## src/hw/rtl/rational_mixed_arith_unit_macros.svh

```systemverilog
// assertion helpers for the rtl files, used by rma_control
`ifndef RATIONAL_MIXED_ARITH_UNIT_MACROS_SVH
`define RATIONAL_MIXED_ARITH_UNIT_MACROS_SVH

// implication checked every clock, idle during reset
`define RMA_ASSERT_IMP(label, clk_s, rst_s, ante, cons) \
  label: assert property (@(posedge clk_s) disable iff (rst_s) (ante) |-> (cons)) \
    else $error("assertion failed");

// next-cycle implication checked every clock
`define RMA_ASSERT_NEXT(label, clk_s, rst_s, ante, cons) \
  label: assert property (@(posedge clk_s) disable iff (rst_s) (ante) |=> (cons)) \
    else $error("assertion failed");

`endif

```

## src/hw/rtl/rma_pkg.sv

```systemverilog
`default_nettype none
package rma_pkg;
  localparam int unsigned WordBitsDefault = 32;
  localparam int unsigned IoBits = 32;

  typedef enum logic [1:0] {
    CMD_ADD = 2'd0,
    CMD_SUB = 2'd1,
    CMD_MUL = 2'd2,
    CMD_DIV = 2'd3
  } cmd_t;

  // datapath sequencing steps
  typedef enum logic [3:0] {
    OP_NONE     = 4'd0,
    OP_LOAD     = 4'd1,
    OP_FLAT_A   = 4'd2,
    OP_FLAT_B   = 4'd3,
    OP_CROSS1   = 4'd4,
    OP_CROSS2   = 4'd5,
    OP_DEN      = 4'd6,
    OP_COMB     = 4'd7,
    OP_DIV1     = 4'd8,
    OP_GCD      = 4'd9,
    OP_DIV2     = 4'd10,
    OP_DIV3     = 4'd11,
    OP_FINISH   = 4'd12,
    OP_GCD_INIT = 4'd13
  } op_t;

  typedef struct packed {
    op_t  op;
    logic start;
  } dp_cmd_t;

  typedef struct packed {
    logic busy;
    logic dzero;
    logic gcd_done;
  } dp_status_t;
endpackage
`default_nettype wire

```

## src/hw/rtl/rma_divider.sv

```systemverilog
`default_nettype none
// restoring unsigned divider, one quotient bit per cycle
module rma_divider #(
  parameter int unsigned WORD_BITS = rma_pkg::WordBitsDefault
) (
  input  wire logic                 clk,
  input  wire logic                 rst,
  input  wire logic                 start,
  input  wire logic [WORD_BITS-1:0] dividend,
  input  wire logic [WORD_BITS-1:0] divisor,
  output logic                      busy,
  output logic [WORD_BITS-1:0]      quot,
  output logic [WORD_BITS-1:0]      rem
);
  import rma_pkg::*;
  localparam int unsigned CntBits = $clog2(WORD_BITS + 1);

  logic [CntBits-1:0]   cnt;
  logic [WORD_BITS-1:0] dvs;
  logic [WORD_BITS:0]   trial;

  // shift in next dividend bit and try the subtract
  always_comb begin
    trial = {rem, quot[WORD_BITS-1]} - {1'b0, dvs};
  end

  always_ff @(posedge clk) begin
    if (rst) begin
      busy <= 1'b0;
      cnt  <= '0;
    end else if (start) begin
      busy <= 1'b1;
      cnt  <= CntBits'(WORD_BITS);
      quot <= dividend;
      rem  <= '0;
      dvs  <= divisor;
    end else if (busy) begin
      if (trial[WORD_BITS]) begin
        rem <= {rem[WORD_BITS-2:0], quot[WORD_BITS-1]};
        quot <= {quot[WORD_BITS-2:0], 1'b0};
      end else begin
        rem <= trial[WORD_BITS-1:0];
        quot <= {quot[WORD_BITS-2:0], 1'b1};
      end
      cnt <= cnt - 1'b1;
      if (cnt == CntBits'(1)) begin
        busy <= 1'b0;
      end
    end
  end
endmodule
`default_nettype wire

```

## src/hw/rtl/rma_datapath.sv

```systemverilog
`default_nettype none
module rma_datapath #(
  parameter int unsigned WORD_BITS = rma_pkg::WordBitsDefault
) (
  input  wire logic                  clk,
  input  wire logic                  rst,
  input  wire rma_pkg::dp_cmd_t      dcmd,
  output rma_pkg::dp_status_t        status,
  input  wire logic [1:0]            cmd,
  input  wire logic [31:0]           a_whole,
  input  wire logic [31:0]           a_numer,
  input  wire logic [31:0]           a_denom,
  input  wire logic [31:0]           b_whole,
  input  wire logic [31:0]           b_numer,
  input  wire logic [31:0]           b_denom,
  output logic [31:0]                res_whole,
  output logic [31:0]                res_numer,
  output logic [31:0]                res_denom,
  output logic                       res_dz
);
  import rma_pkg::*;
  localparam int unsigned W = WORD_BITS;

  logic [1:0]   op_code;
  logic [W-1:0] aw, an, ad, bw, bn, bd, fa, fb, p1, p2, n, d;
  logic [W-1:0] nm, dm, gx, gy, qv, rm;
  logic [W-1:0] num_r, den_r;
  logic         nn, dn;
  logic [W-1:0] mul_x, mul_y, mul_p;
  logic         div_start, div_busy;
  logic [W-1:0] div_a, div_b, div_q, div_r;

  // wide-or-narrow sign extension of a 32-bit port
  function automatic logic [W-1:0] sx(input logic [31:0] v);
    logic [63:0] e;
    e = {{32{v[31]}}, v};
    return e[W-1:0];
  endfunction

  function automatic logic [31:0] to_io(input logic [W-1:0] v);
    logic [95:0] e;
    e = {{96-W{v[W-1]}}, v};
    return e[31:0];
  endfunction

  // single shared multiplier, operands picked by step
  always_comb begin
    mul_x = fa;
    mul_y = bd;
    case (dcmd.op)
      OP_FLAT_A: begin mul_x = aw; mul_y = ad; end
      OP_FLAT_B: begin mul_x = bw; mul_y = bd; end
      OP_CROSS1: begin
        mul_x = fa;
        mul_y = (op_code == CMD_MUL) ? fb : bd;
      end
      OP_CROSS2: begin mul_x = fb; mul_y = ad; end
      OP_DEN:    begin mul_x = ad; mul_y = bd; end
      default:   begin mul_x = fa; mul_y = bd; end
    endcase
    mul_p = mul_x * mul_y;
  end

  // divider operands per step
  always_comb begin
    div_start = dcmd.start;
    div_a = nm;
    div_b = dm;
    case (dcmd.op)
      OP_GCD:  begin div_a = gx; div_b = gy; end
      OP_DIV2: begin div_a = rm; div_b = gx; end
      OP_DIV3: begin div_a = dm; div_b = gx; end
      default: begin div_a = nm; div_b = dm; end
    endcase
  end

  rma_divider #(.WORD_BITS(W)) u_div (
    .clk(clk), .rst(rst), .start(div_start), .dividend(div_a),
    .divisor(div_b), .busy(div_busy), .quot(div_q), .rem(div_r)
  );

  assign status.busy = div_busy | div_start;
  assign status.dzero = (d == '0);
  assign status.gcd_done = (gy == '0);

  always_ff @(posedge clk) begin
    case (dcmd.op)
      OP_LOAD: begin
        op_code <= cmd;
        aw <= sx(a_whole); an <= sx(a_numer); ad <= sx(a_denom);
        bw <= sx(b_whole); bn <= sx(b_numer); bd <= sx(b_denom);
      end
      OP_FLAT_A: fa <= an + mul_p;
      OP_FLAT_B: fb <= bn + mul_p;
      OP_CROSS1: p1 <= mul_p;
      OP_CROSS2: p2 <= mul_p;
      OP_DEN: begin
        d <= (op_code == CMD_DIV) ? p2 : mul_p;
      end
      OP_COMB: begin
        case (op_code)
          CMD_ADD: n <= p1 + p2;
          CMD_SUB: n <= p1 - p2;
          default: n <= p1;
        endcase
        nn <= 1'b0;
      end
      // magnitudes latched in the cycle before the divider starts on them
      OP_DIV1: begin
        if (!dcmd.start) begin
          nn <= n[W-1];
          dn <= d[W-1];
          nm <= n[W-1] ? -n : n;
          dm <= d[W-1] ? -d : d;
        end
      end
      // keep whole part and remainder, seed euclid with (dm, rm)
      OP_GCD_INIT: begin
        qv <= div_q;
        rm <= div_r;
        gx <= dm;
        gy <= div_r;
      end
      // one euclid step once the remainder is ready
      OP_GCD: begin
        if (!dcmd.start && !div_busy) begin
          gx <= gy;
          gy <= div_r;
        end
      end
      OP_DIV2: if (!div_busy && !dcmd.start) num_r <= nn ? -div_q : div_q;
      OP_DIV3: if (!div_busy && !dcmd.start) den_r <= dn ? -div_q : div_q;
      OP_FINISH: begin
        res_dz <= (d == '0);
        if (d == '0) begin
          res_whole <= '0; res_numer <= '0; res_denom <= '0;
        end else begin
          res_whole <= to_io((nn != dn) ? -qv : qv);
          res_numer <= to_io(num_r);
          res_denom <= to_io(den_r);
        end
      end
      default: ;
    endcase
  end
endmodule
`default_nettype wire

```

## src/hw/rtl/rma_control.sv

```systemverilog
`default_nettype none
module rma_control (
  input  wire logic                clk,
  input  wire logic                rst,
  input  wire logic                in_valid,
  output logic                     in_stall,
  output logic                     out_valid,
  input  wire logic                out_stall,
  output rma_pkg::dp_cmd_t         dcmd,
  input  wire rma_pkg::dp_status_t status
);
  import rma_pkg::*;
  `include "rational_mixed_arith_unit_macros.svh"

  typedef enum logic [12:0] {
    S_IDLE  = 13'b0000000000001,
    S_FA    = 13'b0000000000010,
    S_FB    = 13'b0000000000100,
    S_C1    = 13'b0000000001000,
    S_C2    = 13'b0000000010000,
    S_DEN   = 13'b0000000100000,
    S_COMB  = 13'b0000001000000,
    S_DIV1  = 13'b0000010000000,
    S_GCDS  = 13'b0000100000000,
    S_GCD   = 13'b0001000000000,
    S_DIV2  = 13'b0010000000000,
    S_DIV3  = 13'b0100000000000,
    S_FIN   = 13'b1000000000000
  } state_t;

  state_t state, state_next;
  logic   started, started_next;
  logic   out_valid_next;
  logic   accept;

  // input taken whenever idle, a waiting result is not touched
  assign in_stall = (state != S_IDLE);
  assign accept = in_valid && !in_stall;

  always_comb begin
    state_next = state;
    started_next = 1'b0;
    dcmd.op = OP_NONE;
    dcmd.start = 1'b0;
    out_valid_next = out_valid && out_stall;
    case (state)
      S_IDLE: begin
        dcmd.op = OP_LOAD;
        if (accept) state_next = S_FA;
      end
      S_FA:   begin dcmd.op = OP_FLAT_A; state_next = S_FB; end
      S_FB:   begin dcmd.op = OP_FLAT_B; state_next = S_C1; end
      S_C1:   begin dcmd.op = OP_CROSS1; state_next = S_C2; end
      S_C2:   begin dcmd.op = OP_CROSS2; state_next = S_DEN; end
      S_DEN:  begin dcmd.op = OP_DEN; state_next = S_COMB; end
      S_COMB: begin
        dcmd.op = OP_COMB;
        state_next = status.dzero ? S_FIN : S_DIV1;
      end
      // latches magnitudes, then starts the whole-part division
      S_DIV1: begin
        dcmd.op = OP_DIV1;
        dcmd.start = started;
        started_next = !started;
        if (started) state_next = S_GCDS;
      end
      S_GCDS: begin
        if (!status.busy) begin
          dcmd.op = OP_GCD_INIT;
          state_next = S_GCD;
        end
      end
      // euclid loop: start a division, wait, then shift the pair; leave when gy is zero
      S_GCD: begin
        if (!started) begin
          if (status.gcd_done) begin
            state_next = S_DIV2;
          end else begin
            dcmd.op = OP_GCD;
            dcmd.start = 1'b1;
            started_next = 1'b1;
          end
        end else begin
          dcmd.op = OP_GCD;
          started_next = status.busy;
        end
      end
      S_DIV2: begin
        dcmd.op = OP_DIV2;
        dcmd.start = !started;
        started_next = 1'b1;
        if (started && !status.busy) begin
          started_next = 1'b0;
          state_next = S_DIV3;
        end
      end
      S_DIV3: begin
        dcmd.op = OP_DIV3;
        dcmd.start = !started;
        started_next = 1'b1;
        if (started && !status.busy) begin
          started_next = 1'b0;
          state_next = S_FIN;
        end
      end
      S_FIN: begin
        if (!(out_valid && out_stall)) begin
          dcmd.op = OP_FINISH;
          out_valid_next = 1'b1;
          state_next = S_IDLE;
        end
      end
      default: state_next = S_IDLE;
    endcase
  end

  always_ff @(posedge clk) begin
    if (rst) begin
      state <= S_IDLE;
      started <= 1'b0;
      out_valid <= 1'b0;
    end else begin
      state <= state_next;
      started <= started_next;
      out_valid <= out_valid_next;
    end
  end

  `RMA_ASSERT_NEXT(a_acc_busy, clk, rst, accept, state == S_FA)
  `RMA_ASSERT_IMP(a_fin_hold, clk, rst, (state == S_FIN) && out_valid && out_stall,
    dcmd.op == OP_NONE)
  `RMA_ASSERT_NEXT(a_fin_valid, clk, rst, dcmd.op == OP_FINISH, out_valid)
endmodule
`default_nettype wire

```

## src/hw/rtl/rational_mixed_arith_unit.sv

```systemverilog
`default_nettype none
// rational arithmetic on mixed fractions with gcd reduction
// input channel: in_valid/in_stall with cmd and two operands (whole,
// numer, denom); a transfer happens when in_valid is high and in_stall low
// output channel: out_valid/out_stall with res_whole, res_numer,
// res_denom and div_zero; the result register holds while stalled
// one item at a time: in_stall is high from the transfer until the result
// is loaded into the output register
// a single restoring divider, one quotient bit a cycle, serves the
// whole-part division, each euclid step and both reducing divisions;
// a zero denominator skips the divider
// a new item may enter while the previous result still waits; the new
// result is loaded only once the old one has left
// synchronous reset returns to idle with no result pending
module rational_mixed_arith_unit #(
  parameter int unsigned WORD_BITS = rma_pkg::WordBitsDefault
) (
  input  wire logic        clk,
  input  wire logic        rst,
  input  wire logic        in_valid,
  output logic             in_stall,
  input  wire logic [1:0]  cmd,
  input  wire logic [31:0] a_whole,
  input  wire logic [31:0] a_numer,
  input  wire logic [31:0] a_denom,
  input  wire logic [31:0] b_whole,
  input  wire logic [31:0] b_numer,
  input  wire logic [31:0] b_denom,
  output logic             out_valid,
  input  wire logic        out_stall,
  output logic [31:0]      res_whole,
  output logic [31:0]      res_numer,
  output logic [31:0]      res_denom,
  output logic             div_zero
);
  import rma_pkg::*;

  dp_cmd_t    dcmd;
  dp_status_t status;

  rma_control u_ctrl (
    .clk(clk), .rst(rst), .in_valid(in_valid), .in_stall(in_stall),
    .out_valid(out_valid), .out_stall(out_stall), .dcmd(dcmd), .status(status)
  );

  rma_datapath #(.WORD_BITS(WORD_BITS)) u_dp (
    .clk(clk), .rst(rst), .dcmd(dcmd), .status(status), .cmd(cmd),
    .a_whole(a_whole), .a_numer(a_numer), .a_denom(a_denom),
    .b_whole(b_whole), .b_numer(b_numer), .b_denom(b_denom),
    .res_whole(res_whole), .res_numer(res_numer), .res_denom(res_denom),
    .res_dz(div_zero)
  );
endmodule
`default_nettype wire
```

## config.mk

```make
export PLATFORM = sky130hd
export DESIGN_NAME = rational_mixed_arith_unit
export DESIGN_NICKNAME = d
export VERILOG_FILES = /design/src/hw/rtl/rma_pkg.sv /design/src/hw/rtl/rma_divider.sv /design/src/hw/rtl/rma_datapath.sv /design/src/hw/rtl/rma_control.sv /design/src/hw/rtl/rational_mixed_arith_unit.sv
export VERILOG_INCLUDE_DIRS = /design/src /design/src/hw/rtl
export SDC_FILE = /design/constraint.sdc
export NUM_CORES = 2
export LEC_CHECK = 0
export BUFFER_PORTS_ARGS = -buffer_cell sky130_fd_sc_hd__buf_2
export CORE_ASPECT_RATIO = 1.1
export CORE_MARGIN = 2
export CORE_UTILIZATION = 55
export CTS_BUF_LIST = sky130_fd_sc_hd__clkbuf_8
export DETAILED_ROUTE_END_ITERATION = 16
export PLACE_DENSITY = 0.73
export SLEW_MARGIN = 20
export SYNTH_ARGS = -nofsm -noshare
export SYNTH_HDL_FRONTEND = slang
export SYNTH_SLANG_ARGS = --single-unit
```

## constraint.sdc

```tcl
create_clock -name clk -period 14.57 [get_ports clk]
set_input_delay 0.7285 -clock clk [delete_from_list [all_inputs] [get_ports clk]]
set_output_delay 0.7285 -clock clk [all_outputs]
set_load 0.01 [all_outputs]
```

==> After elaboration in Yosys (flattened, before gate mapping) <==
Cells that the tools add are included.
{ "word_totals": {"reg_bits": 859, "in_bits": 198, "out_inout_bits": 99} }
{ "op_classes": {"add_sub_neg": 10, "mul": 1, "n_eq_ne": 42, "muxes": 50, "n_bitwise": 3, "n_reduce_logical": 27} }
{ "op_table": {"columns": ["operator", "count"], "rows": [
  ["2-to-1 mux 32 bit", 11],
  ["one-hot mux 32 bit (2 select lines)", 5],
  ["one-hot mux 13 bit (13 select lines)", 1],
  ["negator 32 bit", 4],
  ["one-hot mux 32 bit (4 select lines)", 1],
  ["2-to-1 mux 13 bit", 9],
  ["adder 32 bit", 3],
  ["one-hot mux 32 bit (3 select lines)", 1],
  ["logical NOT 32 bit", 2],
  ["2-to-1 mux 31 bit", 2],
  ["one-hot mux 4 bit (13 select lines)", 1],
  ["subtractor 33 x 32 -> 33 bit", 1],
  ["multiplier 32 x 32 -> 32 bit", 1],
  ["subtractor 32 bit", 1],
  ["== test 4 bit, second input constant", 6],
  ["== test 4 x 3 -> 1 bit, second input constant", 4],
  ["AND reduction 2 bit", 7],
  ["== test 13 x 1 -> 1 bit, second input constant", 1],
  ["== test 13 x 10 -> 1 bit, second input constant", 1],
  ["== test 13 x 11 -> 1 bit, second input constant", 1],
  ["== test 13 x 12 -> 1 bit, second input constant", 1],
  ["== test 13 bit, second input constant", 1],
  ["== test 13 x 2 -> 1 bit, second input constant", 1],
  ["== test 13 x 3 -> 1 bit, second input constant", 1],
  ["other kinds (30)", 66]
]} }

==> Logic depth before layout (Yosys ltp) <==
{ "logic_depth": {"word_depth": 12, "mapped_depth": 49} }

==> Cells and area by module <==
A second synthesis with hierarchy kept.
{ "unflattened": {"cells_unflattened": 5209, "hier_area_um2": 57790.4} }
{ "modules_own_cells": {"columns": ["module", "instances", "cells_per_inst", "area_each_um2"], "rows": [
  ["rma_datapath", 1, 4556, 50807.5],
  ["rma_divider", 1, 510, 5883.1],
  ["rma_control", 1, 143, 1099.8]
]} }

==> Worst setup path before layout <==
Ideal clock, no wire load.
{ "synth_timing": {"path_type": "register to register", "start": "register u_ctrl.state[1]", "end": "register u_dp.fb[31] (data pin)", "setup_time_ps": 268, "arrival_time_ps": 10958, "path_slack_ps": 3344, "path_stages_with_launch": 46, "period_less_slack_ps": 11226, "path_cell_list": "dfxtp_1 clkbuf_1 nor4b_1 nand4_1 inv_1 a31oi_4 buf_6 clkbuf_1 clkbuf_1 a221oi_1 clkbuf_1 nor2_1 fa_1 inv_1 fa_1 inv_1 fa_1 inv_1 [10 not listed] o21ai_0 nand2b_1 and2_0 o21ai_0 a21oi_1 ha_1 nand2_1 o21ai_0 nor2_1 and2_1 a211o_1 o22ai_1 o21bai_1 a21oi_1 and4_1 o31a_1 nor2_1 xnor3_1"} }
{ "synth_between": {"elab_chain_len": 11, "elab_cells_between_ends": 28, "classes_between": "1 x add/sub; 1 x mul; 18 x eq/ne; 5 x mux; 1 x bitwise; 2 x reduce/logical"} }
{ "synth_rtl": {"columns": ["item", "line_no", "rtl"], "rows": [
  ["start, declared", "rma_control.sv:31", "state_t state, state_next;"],
  ["start signal, assigned", "rma_control.sv:123", "state <= state_next;"],
  ["== test 13 x 11 -> 1 bit / == test 13 x 12 -> 1 bit (equally long branches)", "rma_control.sv:46", "case (state)"],
  ["OR reduction 2 bit (no line)", null, null],
  ["one-hot mux 1 bit (3 select lines)", "rma_control.sv:46", null],
  ["bitwise OR 1 bit", "rma_datapath.sv:82", "assign status.busy = div_busy | div_start;"],
  ["2-to-1 mux 4 bit", "rma_control.sv:68", "if (!status.busy) begin"],
  ["one-hot mux 4 bit (13 select lines) (*)", "rma_control.sv:46", null],
  ["== test 4 x 2 -> 1 bit / == test 4 x 3 -> 1 bit (equally long branches)", "rma_datapath.sv:50", "case (dcmd.op)"],
  ["OR reduction 2 bit (no line)", null, null],
  ["one-hot mux 32 bit (2 select lines)", "rma_datapath.sv:50", null],
  ["multiplier 32 x 32 -> 32 bit (*)", "rma_datapath.sv:61", "mul_p = mul_x * mul_y;"],
  ["net u_dp.mul_p[17]", "rma_datapath.sv:29", "logic [W-1:0] mul_x, mul_y, mul_p;"],
  ["adder 32 bit (*)", "rma_datapath.sv:94", "OP_FLAT_B: fb <= bn + mul_p;"],
  ["end signal, assigned", "rma_datapath.sv:94", null],
  ["end, declared", "rma_datapath.sv:25", "logic [W-1:0] aw, an, ad, bw, bn, bd, fa, fb, p1, p2, n, d;"]
]} }
Mark *: on every way through the listed nets, which the timed path passes. The rest lies on a longest branch.
A chain may end at the register's enable or synchronous reset.

==> Final worst setup path <==
{ "layout_timing": {"start": "register u_ctrl.state[8]", "end": "register u_dp.fb[31] (data pin)"} }
The elaborated chain is that of the path after synthesis.

==> out/qor.txt <==
Reg area = 25,600 um2
Register area share after synthesis = 45.2%
Hold Path Depth = 1
Post-synthesis async set-or-reset flop share = 0%
Synthesis Warnings = 0
Maximum capacitance violations = 0
Final hold violations = 0
Synthesized cell area = 56,600 um2
Placed Instances = 6,708
Worst path max stage delay = 0.71 ns
Io pins = 297
DRC viols = 0
FILL cells = 8,359
Wire per inst = 24.1 um
Die width = 310 um
IO Port Bufs = 296
Finish-stage setup viols = 0
RSZ-0062 raised after global routing = false
CP max-delay cell = a41o_1
Post-CTS Hold Fix Bufs = 0
Crit path from = u_ctrl.state[8]
Core area = 102,000 um2
CP max FO = 25
Area after detailed placement = 59,800 um2
Overall routed net length = 168,000 um
Setup tns final = 0 ns
Vias per cell = 5.89
Worst min path class = in2reg
Critical path class = reg2reg
CTS H-tree lvls = 4
Status = finished, final reports clean
Ys flop type = edfxtp_1
CP Launch Type = flip-flop
Syn avg cell area = 11.0 um2
Layout cells sized above 1 = 12.0%
Area of the multi-input gates = 28,200 um2
Pins Over Slew Limit = 0
Critical Path AT = 12.65 ns
Cells after synthesis = 5,147
Fin crit share = 83.0%
Post-CTS Setup Repair Bufs = 0
Largest net degree at the start of global routing = 122
Max transition margin = 16.9%
Iter 0 DRT Violations = 4,427
Mapped Nets = 6,014
Hold_ws = 0.0646 ns
Initial antenna violation count = 2
Total Routing Usage GR = 32.5%
Worst Max-Slew Pin Slew = 1.23 ns
TritonCTS clock tree = built
Drt pass-1 iters = 12
Chip Height = 340 um
Nets@finish = 6,344
Layout Skew = 0.0449 ns
CTS max path bufs = 3
Die area = 105,000 um2
Vias in the first global route = 41,200
Non-Filler Instances = 6,966
Initial Utilization = 55.4%
Setup crit end kind = flip-flop
Placer Congestion = 1.05
Peak Freq = 0.0827 GHz
Skew-Pair Late Insertion Delay = 0.85 ns
Area Growth Syn to Fin = 10.7%
DRT antenna net count = 0
Synthesized flop and latch total = 859
Vias = 41,000
Sink Count = 859
First-pass GRT wire length = 252,000 um
Crit-path most repeated cell = fa_1
Root buf cell = clkbuf_8
Register-to-Register Path Depth = 33
FP Rows = 123
Hold Crit Start = a_numer[1]
Critical Path RT = 15.13 ns
Min Clock Period, post-route = 12.09 ns
Worst-path clk slew = 0.07 ns
Synth unique cells = 84
Total grt overflow = 0
Post-CTS Resized = 0
Number of synthesized flops with an enable pin = 837
HPWL after DPL = 128,000 um
Num CTS Buffers = 141
Reg-to-Reg Start = u_ctrl.state[8]
Final instance area = 62,600 um2
placed cells by master, fill, tap and decap left out, drive strengths merged, types with 51 or more instances in the layout:
cell type	count
a21o	59
a21oi	138
and2	55
buf	390
clkbuf	143
edfxtp	837
fa	412
ha	257
inv	603
nand2	718
nand2b	59
nand3	107
nor2	468
nor2b	86
nor3	51
o21ai	162
o31ai	60
xnor2	270
xor2	96
synthesized netlist by cell type (all sizes together) (55+ instances only):
library cell  number  area (um2)
edfxtp           837       25100
o31ai             60         450
o21ai            162         833
ha               257        3220
clkbuf           159         597
and2              55         344
nor2b             86         538
nand3            107         536
a21o              59         443
inv              559        2100
xnor2            270        2390
a21oi            138         691
xor2              96         841
nand2b            59         369
nor2             468        1760
fa               412        8250
nand2            718        2700
path summary, 6_finish.rpt:
check | to | slack (ns)
max | u_dp.fb[31] | 2.48
min | u_dp.an[1] | 0.06
max reg2reg | u_dp.fb[31] | 2.48
min reg2reg | u_dp.u_div.cnt[0] | 0.50
kinds of logic (layout without fill, tap and decap cells):
logic type / after synthesis / in the layout / share of synthesized area, %
AO/OA/AOI/OAI: 755 / 755 / 9.41
adder cells (fa/ha/maj): 669 / 669 / 20.3
other: 0 / 3 / 0
XOR/XNOR: 370 / 370 / 5.88
buffers and inverters: 763 / 1204 / 5.26
multiplexers: 14 / 14 / 0.265
AND/OR/NAND/NOR: 1717 / 1717 / 13.7
flip-flops: 859 / 859 / 45.2
per-stage QoR:
step                setup slack [ns]  utilization [%]
detailed placement              2.79             58.5
global placement                2.88             58.5
floorplan                       3.34                -
global route                    2.00             61.3
finish                          2.48             61.3
CTS                             2.73             61.3
critical path: cells and delay by family, from the launching register on:
kind | cells | cell delay [ns]
AO/OA/AOI/OAI | 9 | 2.67
adder cells (fa/ha/maj) | 10 | 4.93
XOR/XNOR | 2 | 0.89
flip-flops | 1 | 0.39
AND/OR/NAND/NOR | 6 | 1.95
buffers and inverters | 6 | 0.92
cell type report:
| type | instances | share of cell area, % |
|---|---|---|
| clock inverter | 112 | 1.35 |
| multi-input combinational | 3525 | 45.1 |
| antenna | 3 | 0.0120 |
| inverter | 559 | 3.36 |
| timing repair buffer | 391 | 3.50 |
| sequential | 859 | 40.8 |
| tap | 1375 | 2.75 |
| clock buffer | 142 | 3.12 |
routing by layer:
| metal | up-vias | global-route usage (%) | part of all wire, % |
|---|---|---|---|
| met4 | 0 | 23.3 | 8.9 |
| li1 | 18400 | - | - |
| met1 | 19900 | 39.2 | 36 |
| met3 | 595 | 6.67 | 9.0 |
| met2 | 2178 | 52.2 | 46 |
| met5 | - | 0 | 0 |
Power is not shown: default switching activity piles up to over one toggle a cycle in this logic, so the estimate is an artifact.
